$ cat config.mk
export PLATFORM = sky130hd
export DESIGN_NAME = lsai_front
export DESIGN_NICKNAME = d
export VERILOG_FILES = /design/src/sv/lsai_pkg.sv /design/src/sv/lsai_front.sv
export SDC_FILE = /design/constraint.sdc
export NUM_CORES = 1
export LEC_CHECK = 0
export ABC_AREA = 1
export ABC_CLOCK_PERIOD_IN_PS = 9330
export BUFFER_PORTS_ARGS = -buffer_cell sky130_fd_sc_hd__buf_4
export CAP_MARGIN = 10
export CORE_AREA = 2 2 134 136
export DETAILED_ROUTE_END_ITERATION = 10
export DIE_AREA = 0 0 136 138
export PLACE_DENSITY_LB_ADDON = 0.12
export SLEW_MARGIN = 20
export SYNTH_ARGS = -nofsm -noshare
export SYNTH_HDL_FRONTEND = slang
export SYNTH_SLANG_ARGS = --single-unit
$ cat constraint.sdc
create_clock -name clk_i -period 9.33 [get_ports clk_i]
set_input_delay 0.4665 -clock clk_i [delete_from_list [all_inputs] [get_ports clk_i]]
set_output_delay 0.4665 -clock clk_i [all_outputs]
set_load 0.005 [all_outputs]
$ cat src/sv/lsai_pkg.sv
`default_nettype none

package lsai_pkg;

  localparam int unsigned TagW   = 16;
  localparam int unsigned CountW = 11;
  localparam int unsigned OffW   = 24;
  localparam int unsigned WayW   = 4;
  localparam int unsigned BktW   = 16;

  localparam logic [CountW-1:0] CountReset = 11'd1024;

  typedef enum logic {
    KIND_LOOKUP = 1'b0,
    KIND_INSERT = 1'b1
  } kind_e;

  typedef struct packed {
    logic            kind;
    logic [63:0]     key_hash;
    logic [OffW-1:0] entry_offset;
  } lsai_in_t;

  typedef struct packed {
    logic            hit;
    logic [OffW-1:0] found_offset;
    logic [WayW-1:0] way_used;
  } lsai_out_t;

  // classified request between front and back
  typedef struct packed {
    logic            kind;
    logic [TagW-1:0] tag;
    logic [BktW-1:0] bucket;
    logic [WayW-1:0] victim;
    logic [OffW-1:0] offset;
  } lsai_req_t;

endpackage

`default_nettype wire

$ cat src/sv/lsai_front.sv
`default_nettype none

module lsai_front #(
  parameter int unsigned WAYS        = 4,
  parameter int unsigned MAX_BUCKETS = 1024
) (
  input  wire logic                      clk_i,
  input  wire logic                      rst_ni,
  input  wire logic                      init_done_i,
  input  wire logic [lsai_pkg::CountW-1:0] bucket_count_i,
  input  wire logic                      in_valid_i,
  output logic                           in_ready_o,
  input  wire lsai_pkg::lsai_in_t        in_data_i,
  output logic                           push_valid_o,
  input  wire logic                      push_ready_i,
  output lsai_pkg::lsai_req_t            push_data_o
);
  import lsai_pkg::*;

  typedef enum logic [1:0] {
    S_IDLE,
    S_DIV,
    S_PUSH
  } state_e;

  localparam int unsigned WayL = (WAYS > 1) ? $clog2(WAYS) : 0;
  localparam int unsigned WayS = TagW + WayL;
  localparam int unsigned WayM = ((32'd1 << WayS) + WAYS - 1) / WAYS;

  // four remainder steps per cycle
  function automatic logic [CountW-1:0] mod_step4(input logic [CountW-1:0] rem,
                                                  input logic [3:0] bits,
                                                  input logic [CountW-1:0] div);
    logic [CountW:0] r;
    r = {1'b0, rem};
    for (int i = 3; i >= 0; i--) begin
      r = {r[CountW-1:0], bits[i]};
      if (r >= {1'b0, div}) begin
        r = r - {1'b0, div};
      end
    end
    return r[CountW-1:0];
  endfunction

  state_e            state_q;
  logic [1:0]        cnt_q;
  logic              accept;
  logic [CountW-1:0] n_eff;
  logic              kind_q;
  logic [TagW-1:0]   tag_q;
  logic [15:0]       sel_q;
  logic [TagW-1:0]   quo_q;
  logic [OffW-1:0]   off_q;
  logic [CountW-1:0] div_q;
  logic [CountW-1:0] remb_q;
  logic [CountW-1:0] remw_q;
  logic [33:0]       wprod;
  logic [TagW-1:0]   wquo;
  logic [TagW-1:0]   wrem;

  always_comb begin
    if (bucket_count_i == '0) begin
      n_eff = 11'd1;
    end else if ({6'd0, bucket_count_i} > 17'(MAX_BUCKETS)) begin
      n_eff = CountW'(MAX_BUCKETS);
    end else begin
      n_eff = bucket_count_i;
    end
  end

  // tag mod WAYS by reciprocal multiply, quotient then remainder
  assign wprod = {18'd0, tag_q} * 34'(WayM);
  assign wquo  = TagW'(wprod >> WayS);
  assign wrem  = tag_q - quo_q * TagW'(WAYS);

  assign in_ready_o = init_done_i &&
                      (state_q == S_IDLE || (state_q == S_PUSH && push_ready_i));
  assign accept = in_valid_i && in_ready_o;

  assign push_valid_o       = (state_q == S_PUSH);
  assign push_data_o.kind   = kind_q;
  assign push_data_o.tag    = tag_q;
  assign push_data_o.bucket = BktW'(remb_q);
  assign push_data_o.victim = WayW'(remw_q);
  assign push_data_o.offset = off_q;

  always_ff @(posedge clk_i or negedge rst_ni) begin
    if (!rst_ni) begin
      state_q <= S_IDLE;
      cnt_q   <= '0;
    end else begin
      unique case (state_q)
        S_IDLE: begin
          if (accept) begin
            state_q <= S_DIV;
            cnt_q   <= '0;
          end
        end
        S_DIV: begin
          cnt_q <= cnt_q + 2'd1;
          if (cnt_q == 2'd3) begin
            state_q <= S_PUSH;
          end
        end
        S_PUSH: begin
          if (push_ready_i) begin
            state_q <= accept ? S_DIV : S_IDLE;
            cnt_q   <= '0;
          end
        end
        default: state_q <= S_IDLE;
      endcase
    end
  end

  always_ff @(posedge clk_i) begin
    if (accept) begin
      kind_q <= in_data_i.kind;
      tag_q  <= in_data_i.key_hash[15:0];
      sel_q  <= in_data_i.key_hash[31:16];
      off_q  <= in_data_i.entry_offset;
      div_q  <= n_eff;
      remb_q <= '0;
      remw_q <= '0;
    end else if (state_q == S_DIV) begin
      remb_q <= mod_step4(remb_q, sel_q[15:12], div_q);
      quo_q  <= wquo;
      remw_q <= CountW'(wrem);
      sel_q  <= {sel_q[11:0], 4'd0};
    end
  end

endmodule

`default_nettype wire

==> summary.txt <==
Outcome
  • Outcome: finished, final reports clean

Clock network
  • # hold bufs at CTS: 1
  • Clock tree buffer depth: 2
  • Clk_lat worst skew: 0.34 ns
  • Post_cts resized: 0
  • Setup bufs post-CTS: 0
  • Clock Tree Root: clkbuf_16
  • TritonCTS buffer count: 9
  • Clock tree sinks: 89
  • Clk slew on worst S/H paths: 0.07 ns
  • # H-tree levels: 3
  • CTS tree: built

Setup path
  • Startpoint types: flop
  • Crit path DAT: 8.35 ns
  • Crit path max fanout: 13
  • Register-to-Register Path Depth: 43
  • Critical path launch point: div_q[0]
  • R2R Path Start: div_q[0]
  • Worst Path Required: 9.61 ns
  • Nature of the critical path endpoint: flop
  • Slowest Stage Delay on Critical Path: 0.50 ns
  • Critical path's slowest cell: edfxtp_1
  • Levels on crit path: 43
  • Worst Path Buf+Inv: 6
  • Critical path type: reg2reg
  • Crit path max-delay family: simple AND/OR/NAND/NOR gates
  • Cell repeated most along the worst path: nand2_1

Drt
  • Antenna viol nets, final: 0
  • Vias per inst: 4.71
  • DRT iter0 DRCs: 264
  • Drt drc: 0
  • DR pass1 iterations: 4
  • Routed WL per cell: 14.6 µm
  • Total number of vias: 5344
  • Post-Route WL: 16.6 mm

Worst hold path
  • WHS Path Cells: 1
  • Hold path startpoint: in_data_i[27]
  • Worst hold path type: in2reg

Final layout
  • Area Growth Syn to Fin: 23.8%
  • Layout cells sized above 1: 19.1%
  • Antenna Cells: 0
  • Nets: 1055

Yosys
  • Synth warnings: 0
  • Most used flip-flop cell after synthesis: edfxtp_1
  • Yosys reg bits: 89
  • Synth top area cells: edfxtp_1, nand2_1, ha_1
  • Mapped cell area: 6160 µm²
  • Syn Inst Count: 776
  • Top-count cell post-synth: nand2_1
  • Async set-reset flop share out of synthesis: 4.49%
  • Yosys top cell area share: 34.1%
  • Number of flops mapped to enable cells by yosys: 70
  • Synth unique cells: 43
  • Avg Inst Size Synth: 7.94 µm²
  • Top cells by count, synth: nand2_1, inv_1, edfxtp_1
  • Area leader, netlist: edfxtp_1
  • Register area share after synthesis: 40.6%

Placed design
  • Final HPWL DP: 12.8 mm
  • Gpl congestion: 0.846
  • # port buffers: 130

Timing
  • Final Skew: 0.00623 ns
  • Final Cycle Share: 86.5%
  • Minimum clock period: 8.07 ns
  • Final hold vios: 0
  • Worst-Margin Slew: 0.803 ns
  • Fmax: 124 MHz
  • Max Slew Vio Count: 0
  • Final setup vio count: 0
  • Max-slew headroom: 46.4%
  • RSZ-0062 raised after global routing: false
  • Total Neg Setup Slack: 0 ns

Global route
  • Initial antenna violation count: 0
  • Largest net degree at the start of global routing: 62
  • First-pass GRT wire length: 26.9 mm
  • Gr ovfl total: 0
  • GRT Total Usage: 18.2%
  • Vias in the first global route: 5248

Die
  • FP Rows: 49
  • Die Height: 138 µm
  • Initial Utilization: 35.2%
  • I/O pin count: 168
  • Placeable Area: 17500 µm²
  • Die Area: 18800 µm²
  • Die span in x: 136 µm

Run
  • Maxcap violations: 0
[final timing paths]
| path | endpoint | slack, ns |
|---|---|---|
| max in group asynchronous | cnt_q[1] | 8.77 |
| min in group asynchronous | state_q[0] | 0.45 |
| worst min register to register | remw_q[2] | 0.46 |
| worst max-delay path | remb_q[2] | 1.26 |
| worst min-delay path | tag_q[3] | 0.30 |
| worst max register to register | remb_q[2] | 1.26 |
[cell type report]
class	count	area, µm²
Clock inverter	7	91.3
Clock buffer	9	225
Tap cell	229	287
Inverter	125	469
Fill cell	1841	9910
Multi-Input combinational cell	543	3060
Sequential cell	89	2500
Timing Repair Buffer	132	993
[logic make-up after synthesis]
logic type | share of synthesized area, %
other | 0.0608
adder cells (fa/ha/maj) | 10.6
flip-flops | 40.6
AND/OR/NAND/NOR | 28.5
AO/OA/AOI/OAI | 5.97
XOR/XNOR | 4.26
buffers and inverters | 9.99
[sequential cells by signal (all words and copies together), names as in the netlist]
register	cells
sel_q	16
cnt_q	2
remb_q	11
remw_q	4
quo_q	2
state_q	2
div_q	11
off_q	24
kind_q	1
tag_q	16
[cell usage in the layout (no fill, tap or decap), types with 2 or more instances in the layout]
cell,synthesis,routed
a21boi_0,2,2
a21oi_1,30,30
a22oi_1,2,2
buf_4,10,131
bufinv_16,0,2
clkbuf_16,0,9
clkinv_2,0,2
conb_1,1,5
dfrtp_1,4,4
dfxtp_1,15,15
edfxtp_1,70,70
fa_1,4,4
ha_1,46,46
inv_1,118,117
inv_2,7,8
inv_6,0,2
nand2_1,236,236
nand2_2,5,5
nand3_1,56,56
nand3_2,4,4
nand3b_1,11,11
nand4_1,20,20
nand4_2,2,2
nor2_1,49,49
nor2_2,2,2
nor3_1,4,4
nor4_1,3,3
o2111ai_1,2,2
o21ai_0,12,12
o21ai_1,4,4
o21bai_1,2,2
o31ai_1,3,3
xnor2_1,13,13
xor2_1,17,17
[through the flow]
| stage | worst slack [ns] | instances | util [%] | hold WS, ns | cell area [µm²] |
|---|---|---|---|---|---|
| finish | 1.26 | 1134 | 43.5 | 0.298 | 7630 |
| global route | 0.405 | 1134 | 43.5 | 0.282 | 7630 |
| CTS | 1.25 | 1134 | 43.5 | 0.283 | 7630 |
| detailed placement | 1.28 | 1117 | 41.6 | 0.267 | 7300 |
| global placement | 1.29 | 1117 | 41.6 | 0.268 | 7300 |
| floorplan | 3.14 | 780 | - | 0.171 | 6180 |
[per-layer routing]
layer / track usage, % / share of wire (%) / wire, µm
met1: 24.3 / 45 / 7470
met5: 0 / 0 / 0
met3: 5.28 / 7.6 / 1260
met4: 5.26 / 2.3 / 384
met2: 28.6 / 45 / 7480
Power is left out: the tool's default activity adds up to more than one toggle a clock period on the data nets, which glitch-free logic cannot reach.
