## src/sv/lsai_pkg.sv

```systemverilog
`default_nettype none

package lsai_pkg;

  localparam int unsigned TagW   = 16;
  localparam int unsigned CountW = 11;
  localparam int unsigned OffW   = 24;
  localparam int unsigned WayW   = 4;
  localparam int unsigned BktW   = 16;

  localparam logic [CountW-1:0] CountReset = 11'd1024;

  typedef enum logic {
    KIND_LOOKUP = 1'b0,
    KIND_INSERT = 1'b1
  } kind_e;

  typedef struct packed {
    logic            kind;
    logic [63:0]     key_hash;
    logic [OffW-1:0] entry_offset;
  } lsai_in_t;

  typedef struct packed {
    logic            hit;
    logic [OffW-1:0] found_offset;
    logic [WayW-1:0] way_used;
  } lsai_out_t;

  // classified request between front and back
  typedef struct packed {
    logic            kind;
    logic [TagW-1:0] tag;
    logic [BktW-1:0] bucket;
    logic [WayW-1:0] victim;
    logic [OffW-1:0] offset;
  } lsai_req_t;

endpackage

`default_nettype wire

```

## src/sv/lsai_queue.sv

```systemverilog
`default_nettype none

module lsai_queue (
  input  wire logic                clk_i,
  input  wire logic                rst_ni,
  input  wire logic                push_valid_i,
  output logic                     push_ready_o,
  input  wire lsai_pkg::lsai_req_t push_data_i,
  output logic                     pop_valid_o,
  input  wire logic                pop_ready_i,
  output lsai_pkg::lsai_req_t      pop_data_o
);
  import lsai_pkg::*;

  lsai_req_t  slot_q [2];
  logic       wptr_q;
  logic       rptr_q;
  logic [1:0] cnt_q;
  logic       push;
  logic       pop;

  assign push_ready_o = (cnt_q != 2'd2);
  assign pop_valid_o  = (cnt_q != 2'd0);
  assign pop_data_o   = slot_q[rptr_q];
  assign push = push_valid_i && push_ready_o;
  assign pop  = pop_valid_o && pop_ready_i;

  always_ff @(posedge clk_i or negedge rst_ni) begin
    if (!rst_ni) begin
      wptr_q <= 1'b0;
      rptr_q <= 1'b0;
      cnt_q  <= '0;
    end else begin
      if (push) begin
        wptr_q <= ~wptr_q;
      end
      if (pop) begin
        rptr_q <= ~rptr_q;
      end
      if (push && !pop) begin
        cnt_q <= cnt_q + 2'd1;
      end else if (pop && !push) begin
        cnt_q <= cnt_q - 2'd1;
      end
    end
  end

  always_ff @(posedge clk_i) begin
    if (push) begin
      slot_q[wptr_q] <= push_data_i;
    end
  end

endmodule

`default_nettype wire

```

## config.mk

```make
export PLATFORM = sky130hd
export DESIGN_NAME = lsai_queue
export DESIGN_NICKNAME = d
export VERILOG_FILES = /design/src/sv/lsai_pkg.sv /design/src/sv/lsai_queue.sv
export SDC_FILE = /design/constraint.sdc
export NUM_CORES = 1
export LEC_CHECK = 0
export ABC_CLOCK_PERIOD_IN_PS = 5100
export BUFFER_PORTS_ARGS = -buffer_cell sky130_fd_sc_hd__buf_2
export CAP_MARGIN = 10
export CORE_ASPECT_RATIO = 1.2
export CORE_UTILIZATION = 52
export CTS_CLUSTER_SIZE = 14
export DETAILED_ROUTE_END_ITERATION = 12
export GPL_TIMING_DRIVEN = 0
export PLACE_DENSITY = 0.82
export SYNTH_ARGS = -nofsm -noshare
export SYNTH_HDL_FRONTEND = slang
export SYNTH_SLANG_ARGS = --single-unit
export TNS_END_PERCENT = 100
```

## constraint.sdc

```tcl
create_clock -name clk_i -period 5.1 [get_ports clk_i]
set_clock_uncertainty 0.15 [all_clocks]
set_input_delay 0.765 -clock clk_i [delete_from_list [all_inputs] [get_ports clk_i]]
set_output_delay 0.765 -clock clk_i [all_outputs]
set_load 0.01 [all_outputs]
```

==> reports/results.md, run 1 <==
| Metric | This run |
|:---|:---|
| TritonCTS clock tree | done |
| Terminus of the critical flop-to-flop path | slot_q[0][13] |
| Post-synthesis xor/xnor area fraction | 0.8942% |
| Depth of the worst register-to-register path | 5 |
| Worst setup path end | pop_data_o[3] |
| Rows | 38 |
| Layout Cells excl Fill | 488 |
| Max-slew headroom at the worst pin | 41.88% |
| Biggest area consumer among synthesized cells | sky130_fd_sc_hd__edfxtp_1 |
| Number of pins exceeding their max-slew limit in the final report | 0 |
| Initial Util | 53.93% |
| CTS Buf Count | 17 |
| Total core area | 9081 um2 |
| Antenna Diode Count | 0 |
| Worst setup path startpoint | rptr_q |
| Synthesized-area fraction occupied by adder cells | 0.2555% |
| RR Startpoint | cnt_q[0] |
| Library cell contributing the largest single delay on the critical path | sky130_fd_sc_hd__dfrtp_1 |
| Port bufs | 127 |
| Via count of the first global-routing pass | 2498 |
| Layout Cell Area excl Fill | 6309 um2 |
| H-tree depth | 4 |
| CP endpoint kind | output pin |
| Maximum vdd drop | 309.3 uV |
| Placer Congestion | 0.7341 |
| Pre-CTS WS | 2515 ps |
| Number of sinks driven by the clock tree | 126 |
| Unrepaired setup endpoints after global routing | no |
| Cell Area, Placed | 5751 um2 |
| Remaining Overflow, GRT | 0 |
| Kind of cell with the highest combined delay on the critical path | buffers and inverters |
| Synthesized instance count | 208 |
| Insertion delay of the later-clocked pin in the worst-skew pair | 500 ps |
| Mean instance size in the synthesized netlist | 23.54 um2 |
| Final HPWL DP | 5138 um |
| Post-Place Cells | 457 |
| Static leakage | 2.574 nW |
| Pin count of the biggest net entering global routing | 62 |
| Clock-pin slew on the worst setup and hold paths | 60 ps |
| Portion of the post-synthesis area used by sequential elements | 76.85% |
| Bufs on Longest Clock Path | 2 |
| Crit path kind | register to output pin |
| Pwr per Cell Area | 609.9 nW/um2 |
| Area of the mapped netlist | 4897 um2 |
| Synth top area share | 74.81% |
| Critical path required time | 4180 ps |
| Total number of vias | 2362 |
| Antenna violations before repair | 0 |
| Final layout net count | 423 |
| Critical path depth in cells | 4 |
| Count of nets left with antenna violations after detail routing | 0 |
| Distinct cells, synth | 15 |
| Average wire per cell in the routed design | 15.59 um |
| Count of boundary I/O pins | 128 |
| Number of remaining DRC errors | 0 |
| Number of setup violations in the final report | 0 |
| Combinational family with the most area after synthesis | multiplexers |
| Part of the cycle the worst path needs | 50.95% |
| Count of endpoints failing hold in the final timing report | 0 |
| Overall Global Routing Usage | 16.84% |
| Final critical path time including I/O delays and setup | 2598 ps |
| Net count after synthesis | 274 |
| X dimension of the die | 90.59 um |
| Initial drt markers | 129 |
| Kind of launch point of the worst setup path | register |
| Outcome | finished, final reports clean |
| Floorplan die area | 9811 um2 |
| Global-route wire length before repair | 11860 um |
| Synth area leaders | sky130_fd_sc_hd__edfxtp_1, sky130_fd_sc_hd__mux2_4, sky130_fd_sc_hd__buf_12, sky130_fd_sc_hd__dfrtp_1, sky130_fd_sc_hd__xnor2_1 |
| Vertical die dimension | 108.3 um |
| Total of warnings raised by yosys | 0 |
| Highest attainable clock frequency | 0.3849 GHz |
| WP data arrival | 1680 ps |
| Fraction of final layout cells sized beyond drive strength 1 | 60.33% |
| Multiplexer area fraction after synthesis | 18.55% |
| Worst hold margin | 295.2 ps |
| Worst Setup Slack, final | 2502 ps |
| TritonRoute pass-1 iters | 4 |
| CP Cell Sequence | buf_6 -> buf_12 -> mux2_4 -> buf_2 |
| Compound-cell area share of the yosys netlist | 0% |
| Class of the tightest hold or removal check | input port to register |
| Layout area overhead | 28.82% |
| Drt total wl | 7607 um |
| Clock root cell | sky130_fd_sc_hd__clkbuf_8 |
| Pin slew with the least headroom to its limit | 869.8 ps |
| Critical path's largest stage delay | 340 ps |
| Number of vias per cell | 4.840 |
| Total power after layout | 3.848 mW |
| Post-synthesis simple-gate area fraction | 0.6898% |
| Setup bufs post-CTS | 0 |
| Count of maximum capacitance violations | 0 |
| Register bit total from synthesis | 126 |
| Minimum setup slack among reg-to-reg paths | 2820 ps |
| Crit Path Max Fanout | 10 |
| Buffers & Inverters on Critical Path | 3 |
==> layout make-up <==
type	count	area (um2)
clock inverter	10	122.6
inverter	1	3.754
timing repair buffer	130	700.7
tap	120	150.1
multi-input combinational	74	1011
clock buffer	20	425.4
buffer	7	131.4
fill	606	2773
sequential	126	3764
==> placed cells by master (no fill, tap or decap), types with 2 or more instances in the layout <==
cell type,netlist,layout
sky130_fd_sc_hd__buf_12,6,6
sky130_fd_sc_hd__buf_16,0,2
sky130_fd_sc_hd__buf_2,0,127
sky130_fd_sc_hd__bufinv_16,0,3
sky130_fd_sc_hd__clkbuf_1,0,3
sky130_fd_sc_hd__clkbuf_16,0,16
sky130_fd_sc_hd__clkinv_1,0,4
sky130_fd_sc_hd__clkinv_2,0,2
sky130_fd_sc_hd__dfrtp_1,4,4
sky130_fd_sc_hd__edfxtp_1,122,122
sky130_fd_sc_hd__mux2_2,2,2
sky130_fd_sc_hd__mux2_4,59,59
sky130_fd_sc_hd__nand2_1,2,2
sky130_fd_sc_hd__xnor2_1,3,3
sky130_fd_sc_hd__xor2_1,2,2
==> cell families after synthesis <==
kind of cell / Yosys count
DFF: 126
muxes: 61
buffers and inverters: 8
and+or+nand+nor: 7
xor gates and xnor gates: 5
adders and majority gates: 1
==> cell usage after synthesis <==
cell type	number
sky130_fd_sc_hd__mux2_4	59
sky130_fd_sc_hd__inv_1	1
sky130_fd_sc_hd__dfrtp_1	4
sky130_fd_sc_hd__mux2_2	2
sky130_fd_sc_hd__nand2_1	2
sky130_fd_sc_hd__nand2b_1	1
sky130_fd_sc_hd__ha_1	1
sky130_fd_sc_hd__buf_12	6
sky130_fd_sc_hd__nor2_1	2
sky130_fd_sc_hd__or2_1	1
sky130_fd_sc_hd__xor2_1	2
sky130_fd_sc_hd__edfxtp_1	122
sky130_fd_sc_hd__xnor2_1	3
sky130_fd_sc_hd__and3_1	1
sky130_fd_sc_hd__buf_6	1
==> state kept, by name (all words and copies together), names as in the netlist <==
| name | flops |
|---|---|
| slot_q | 122 |
| cnt_q | 2 |
| wptr_q | 1 |
| rptr_q | 1 |
==> metrics by stage <==
step                      utilization, %  setup TNS, ps
after floorplan                        -              0
after global placement             62.58         -21090
after detailed placement           63.32              0
after CTS                          69.47              0
after global routing               69.47              0
final                              69.47              0
==> routing by layer <==
layer  vias up  global-route usage, %  routed length, um
met5         -                      0                  0
met4         0                  7.949                 82
met3        11                  7.665                484
met2        84                  29.49               4224
met1      1140                  17.14               2815
li1       1127                      -                  -
==> worst min path at each step <==
stage | start | endpoint | slack [ps] | cells past startpoint
floorplan | cnt_q[1] | cnt_q[1] | 310 | 1
global placement | cnt_q[1] | cnt_q[1] | 320 | 1
detailed placement | cnt_q[1] | cnt_q[1] | 320 | 1
CTS | push_data_i[45] | slot_q[1][45] | 270 | 1
global route | push_data_i[49] | slot_q[0][49] | 260 | 1
finish | push_data_i[59] | slot_q[0][59] | 300 | 1
==> repair_timing <==
| item | 4_1_cts | 5_1_grt |
|---|---|---|
| gates resized for setup | 0 | 0 |
| endpoints found under the hold margin | 4 | 0 |
| hold buffers | 1 | 0 |
==> where the power goes <==
| part | total (mW) | switching [mW] | internal, mW | leakage [nW] |
|---|---|---|---|---|
| logic | 1.26 | 0.580 | 0.677 | 1.13 |
| registers | 1.49 | 0.0665 | 1.42 | 1.18 |
| clock network | 1.10 | 0.375 | 0.728 | 0.265 |
(Power assumes the default switching activity.)
==> run 2: changes to the inputs <==
Settings changed: ABC_CLOCK_PERIOD_IN_PS 5100 to 2600.
Clock period 5.1 ns to 2.6 ns, I/O delays scaled along.
==> run 2 against run 1 <==
Net effect: design area rose by 11%; first-iteration DRC count rose by 3.9%; setup slack got worse by 2100 ps; power up 100%; global-route usage grew 2.2 points; sequential share of layout area fell by 5.7 points; cell count is 13% higher; worst hold slack got worse by 220 ps; flip-flop and latch count did not move; count of clock-buffer cells in the layout fell by 1; core utilization grew 7.4 points; critical path type unchanged.
==> reports/results.md, run 2 (synthesis gave the netlist of run 1 again) <==
| Metric | This run | vs previous |
|:---|:---|:---|
| Outcome | finished, final reports clean |  |
| Setup TNS | 0 ps | unchanged |
| Initial Util | 53.93% | unchanged |
| CTS Buf Count | 17 | unchanged |
| Depth of the worst register-to-register path | 4 | -1 |
| Number of vias per cell | 4.774 | -1.4% |
| Pin slew with the least headroom to its limit | 874.2 ps | +4.450 ps |
| Unrepaired setup endpoints after global routing | no |  |
| Final critical path time including I/O delays and setup | 2215 ps |  |
| Crit path kind | register to output pin |  |
| Highest attainable clock frequency | 0.4514 GHz |  |
| Minimum setup slack among reg-to-reg paths | 400 ps | -2420 ps |
| H-tree depth | 4 | unchanged |
| Number of remaining DRC errors | 0 | unchanged |
| Count of nets left with antenna violations after detail routing | 0 | unchanged |
| Layout Cell Area excl Fill | 6979 um2 | +11% |
| Terminus of the critical flop-to-flop path | slot_q[0][38] |  |
| Total power after layout | 7.878 mW | +100% |
| RR Startpoint | cnt_q[0] |  |
| Global-route wire length before repair | 13640 um | +15% |
| Bufs on Longest Clock Path | 2 | unchanged |
| CP endpoint kind | output pin |  |
| Post-cts sizing count | 0 | unchanged |
| Count of endpoints failing hold in the final timing report | 0 | unchanged |
| Clock root cell | sky130_fd_sc_hd__clkbuf_8 |  |
| Kind of launch point of the worst setup path | register |  |
| TritonCTS clock tree | done |  |
| Via count of the first global-routing pass | 2809 | +12% |
| Fraction of final layout cells sized beyond drive strength 1 | 52.55% | -7.8 points |
| Critical path required time | 2060 ps | -2120 ps |
| Clock-pin slew on the worst setup and hold paths | 60 ps | about the same |
| Drt total wl | 8921 um | +17% |
| X dimension of the die | 90.59 um | unchanged |
| Count of boundary I/O pins | 128 | unchanged |
| Rows | 38 | unchanged |
| Max FFs per register | 122 | unchanged |
| Pwr per Cell Area | 1129 nW/um2 | +85% |
| Most used cells in the layout excluding fill and tap cells | sky130_fd_sc_hd__buf_2, sky130_fd_sc_hd__edfxtp_1, sky130_fd_sc_hd__dlygate4sd3_1, sky130_fd_sc_hd__mux2_4, sky130_fd_sc_hd__clkbuf_16 |  |
| Most common library cell in the layout ignoring fill and taps | sky130_fd_sc_hd__buf_2 |  |
| Number of setup violations in the final report | 0 | unchanged |
| Biggest regs | slot_q: 122 flops, cnt_q: 2 flops |  |
| Number of pins exceeding their max-slew limit in the final report | 0 | unchanged |
| Overall Global Routing Usage | 19.00% | +2.2 points |
| Layout Cells excl Fill | 552 | +13% |
| Number of sinks driven by the clock tree | 126 | unchanged |
| CP Cell Sequence | buf_6 -> buf_12 -> mux2_4 -> buf_2 |  |
| Post-Place Cells | 457 | unchanged |
| Placer Congestion | 0.6514 | -11% |
| Total core area | 9081 um2 | unchanged |
| Crit Path Max Fanout | 10 | unchanged |
| Floorplan die area | 9811 um2 | unchanged |
| Library cell contributing the largest single delay on the critical path | sky130_fd_sc_hd__dfrtp_1 |  |
| Final layout net count | 485 | +15% |
| Vertical die dimension | 108.3 um | unchanged |
| TritonRoute pass-1 iters | 4 | unchanged |
| Count of maximum capacitance violations | 0 | unchanged |
| Total number of vias | 2635 | +12% |
| Static leakage | 2.855 nW | +11% |
| Max-slew headroom at the worst pin | 41.58% | -0.30 points |
| Insertion delay of the later-clocked pin in the worst-skew pair | 510 ps | about the same |
| Remaining Overflow, GRT | 0 | unchanged |
| Part of the cycle the worst path needs | 85.21% |  |
| Pin count of the biggest net entering global routing | 35 | -44% |
| Initial drt markers | 134 | +3.9% |
| Final HPWL DP | 5226 um | +1.7% |
| Maximum vdd drop | 1019 uV | +230% |
| Antenna Diode Count | 0 | unchanged |
| Layout area overhead | 42.51% |  |
| Antenna violations before repair | 0 | unchanged |
| Setup bufs post-CTS | 0 | unchanged |
| Port bufs | 127 | unchanged |
| Core utilization of the finished layout | 76.85% | +7.4 points |
| WP data arrival | 1680 ps | about the same |
| Top register by number of flip-flops | slot_q |  |
| Number of hold-repair buffers added at the cts stage | 63 | +62 |
| Cell Area, Placed | 5732 um2 | -0.33% |
| Critical path's largest stage delay | 340 ps | about the same |
| Class of the tightest hold or removal check | input port to asynchronous set/reset pin |  |
| Average wire per cell in the routed design | 16.16 um | +3.7% |
-- run 2: cell types whose count changed in the layout (fill, tap and decap cells not counted), sizes merged --
cell         previous run  this run
clkbuf                 20        19
clkinv                  6         5
bufinv                  3         5
clkinvlp                1         3
dlygate4sd3             1        63
-- run 2: report_power, final --
part | switching, mW | internal, mW
logic | 1.17 | 1.37
clock network | 0.780 | 1.64
registers | 0.134 | 2.78
total | 2.09 | 5.79
-- run 2: worst max-delay path by stage --
stage / from / end / slack [ps] / depth (start not counted)
final: rptr_q / pop_data_o[33] / 380 / 4
after global routing: cnt_q[0] / slot_q[0][0] / 230 / 4
after CTS: rptr_q / pop_data_o[55] / 350 / 4
after detailed placement: cnt_q[0] / slot_q[0][41] / 410 / 4
after global placement: cnt_q[0] / slot_q[0][24] / 4 / 3
after floorplan: cnt_q[0] / slot_q[0][0] / 400 / 3
-- run 2: per-stage QoR --
step | setup slack, ps | hold slack [ps]
after floorplan | 401.5 | -55.59
after global placement | 3.974 | 51.39
after detailed placement | 408.3 | 52.08
after CTS | 349.5 | 35.94
after global routing | 232.0 | 54.02
final | 384.7 | 74.55
-- run 2: cell type report --
cell class              count  area (um2)
multi-input cells          74        1007
clock inverters            13       195.2
well taps                 120       150.1
fillers                   488        2102
repair buffers            192        1306
clock buffers              19       421.7
flip-flops and latches    126        3764
inverters                   1       3.754
plain buffers               7       131.4
-- run 2: metal layers --
layer / global-route usage (%) / routed length (um) / vias up
li1: - / - / 1246
met1: 19.66 / 3366 / 1301
met2: 35.01 / 5118 / 80
met3: 5.837 / 354 / 8
met4: 9.101 / 81 / 0
met5: 0 / 0 / -
-- run 2: worst max-delay path, delay by kind of cell, from the launching register on --
| kind | cells | cell delay (ps) |
|---|---|---|
| buffers and inverters | 3 | 520 |
| muxes | 1 | 310 |
| DFF | 1 | 340 |
==> run 3: changes to the inputs <==
Settings changed: GPL_TIMING_DRIVEN 0 to default, HOLD_SLACK_MARGIN from default to 0.15.
==> run 3 against run 2 <==
Net effect: first-iteration DRC count rose by 52%; maximum frequency fell by 6.8%; largest power group unchanged; critical path depth fell by 1; sequential power rose by 2%; count of clock-buffer cells in the layout fell by 1; cell count did not move; setup slack got worse by 160 ps; clock power fell by 12%.
==> reports/results.md, run 3 (synthesis gave the netlist of run 1 again) <==
| Metric | This run | vs previous |
|:---|:---|:---|
| Vertical die dimension | 108.3 um | unchanged |
| Number of pins exceeding their max-slew limit in the final report | 0 | unchanged |
| # fillers | 537 | +10% |
| Critical path required time | 2060 ps | about the same |
| Rows | 38 | unchanged |
| Antenna violations before repair | 0 | unchanged |
| Final HPWL DP | 4989 um | -4.5% |
| Static leakage | 2.795 nW | -2.1% |
| Insertion delay of the later-clocked pin in the worst-skew pair | 500 ps | about the same |
| Unrepaired setup endpoints after global routing | no |  |
| Worst Hold Depth | 1 |  |
| Setup TNS | 0 ps | unchanged |
| Number of vias per cell | 4.759 | -0.30% |
| Bufs on Longest Clock Path | 2 | unchanged |
| Layout area overhead | 39.75% |  |
| Global-route wire length before repair | 13470 um | -1.3% |
| Pin count of the biggest net entering global routing | 62 | +77% |
| Pwr per Cell Area | 1087 nW/um2 | -3.7% |
| Final critical path time including I/O delays and setup | 2376 ps | +160.7 ps |
| Crit path kind | register to output pin |  |
| Depth of the worst register-to-register path | 4 | unchanged |
| Max-slew headroom at the worst pin | 71.69% | +30 points |
| Antenna Diode Count | 0 | unchanged |
| Count of boundary I/O pins | 128 | unchanged |
| Initial drt markers | 204 | +52% |
| Number of setup violations in the final report | 0 | unchanged |
| Most common library cell in the layout ignoring fill and taps | sky130_fd_sc_hd__buf_2 |  |
| Outcome | finished, final reports clean |  |
| Cell Area, Placed | 5634 um2 | -1.7% |
| Pre-CTS WS | 584.5 ps | +176.2 ps |
| Final layout net count | 485 | unchanged |
| Floorplan die area | 9811 um2 | unchanged |
| Count of nets left with antenna violations after detail routing | 0 | unchanged |
| Overall Global Routing Usage | 18.96% | -0.039 points |
| Most used cells in the layout excluding fill and tap cells | sky130_fd_sc_hd__buf_2, sky130_fd_sc_hd__edfxtp_1, sky130_fd_sc_hd__dlygate4sd3_1, sky130_fd_sc_hd__mux2_4, sky130_fd_sc_hd__clkbuf_16 |  |
| Pin slew with the least headroom to its limit | 424.6 ps | -449.6 ps |
| Port bufs | 127 | unchanged |
| Number of remaining DRC errors | 0 | unchanged |
| Placer Congestion | 0.7767 | +19% |
| Total core area | 9081 um2 | unchanged |
| Via count of the first global-routing pass | 2792 | -0.61% |
| X dimension of the die | 90.59 um | unchanged |
| Core utilization of the finished layout | 75.37% | -1.5 points |
| Initial Util | 53.93% | unchanged |
| Clock-pin slew on the worst setup and hold paths | 50 ps | about the same |
| Average wire per cell in the routed design | 16.16 um | about the same |
| Minimum setup slack among reg-to-reg paths | 860 ps | +460 ps |
| Sequential cell area | 3767 um2 | about the same |
| Biggest regs | slot_q: 122 flops, cnt_q: 2 flops |  |
| Count of maximum capacitance violations | 0 | unchanged |
| Highest attainable clock frequency | 0.4209 GHz | -6.8% |
| Multi-input gate area | 1007 um2 | unchanged |
| Layout Cell Area excl Fill | 6844 um2 | -1.9% |
| Remaining Overflow, GRT | 0 | unchanged |
| Clock root cell | sky130_fd_sc_hd__clkbuf_8 |  |
| Layout Cells excl Fill | 552 | unchanged |
| Post-Place Cells | 454 | -0.66% |
| Total number of vias | 2627 | -0.30% |
| Kind of launch point of the worst setup path | register |  |
| Part of the cycle the worst path needs | 91.39% | +6.2 points |
| CTS Buf Count | 17 | unchanged |
| Count of endpoints failing hold in the final timing report | 0 | unchanged |
| TritonCTS clock tree | done |  |
| H-tree depth | 4 | unchanged |
| Top register by number of flip-flops | slot_q |  |
| CP endpoint kind | output pin |  |
| Fraction of final layout cells sized beyond drive strength 1 | 52.31% | -0.23 points |
| Maximum vdd drop | 695.1 uV | -32% |
| Crit Path Max Fanout | 24 | +14 |
| WP data arrival | 1840 ps | +160 ps |
| Max FFs per register | 122 | unchanged |
| Number of sinks driven by the clock tree | 126 | unchanged |
| Worst Setup Slack, final | 224.0 ps | -160.7 ps |
| Drt total wl | 8918 um | about the same |
| Class of the tightest hold or removal check | register to register |  |
| TritonRoute pass-1 iters | 5 | +1 |
[run 3: cell types whose count changed in the layout (fill, tap and decap cells not counted), moves of 2 or more]
cell	delta
sky130_fd_sc_hd__bufinv_16	-3
sky130_fd_sc_hd__buf_12	-6
sky130_fd_sc_hd__buf_4	+4
sky130_fd_sc_hd__clkinv_2	+2
sky130_fd_sc_hd__dlygate4sd3_1	+2
[run 3: worst max-delay path: stages (launching register included)]
cell	delay, ps
sky130_fd_sc_hd__dfrtp_4	570
sky130_fd_sc_hd__buf_12	250
sky130_fd_sc_hd__mux2_2	360
sky130_fd_sc_hd__buf_2	140
[run 3: per-stage QoR]
stage | hold slack (ps) | total power, mW
floorplan | -55.59 | 4.667
global placement | 48.81 | 5.176
detailed placement | 48.71 | 5.243
CTS | 353.4 | 7.452
global route | 364.1 | 7.751
finish | 362.1 | 7.440
[run 3: path summary, 6_finish.rpt]
check | startpoint | endpoint
max | rptr_q | pop_data_o[53]
min | cnt_q[1] | cnt_q[1]
max reg2reg | cnt_q[0] | slot_q[0][41]
min reg2reg | cnt_q[1] | cnt_q[1]
max in group asynchronous | rst_ni | rptr_q
min in group asynchronous | rst_ni | rptr_q
[run 3: repair_timing]
action,CTS,global route
gates resized for setup,0,0
endpoints found under the setup margin,0,9
hold buffers,65,0
buffers inserted,0,1
hold endpoints to repair,128,0
[run 3: per-layer routing]
metal | global-route usage, % | wire [um] | vias up
met5 | 0 | 0 | -
met4 | 10.60 | 261 | 0
met3 | 4.782 | 316 | 22
met2 | 34.09 | 4921 | 90
met1 | 20.47 | 3419 | 1273
li1 | - | - | 1242
[run 3: cell type report]
cell class	count	share of cell area (%)
tap	120	2.194
multi-input combinational	74	14.72
sequential	126	55.05
inverter	1	0.05484
timing repair buffer	199	20.04
clock inverter	14	1.846
clock buffer	18	6.106
[run 3: power by group]
part	internal [mW]	switching [mW]
logic	1.24	1.09
registers	2.79	0.182
clock network	1.34	0.795
total	5.37	2.07
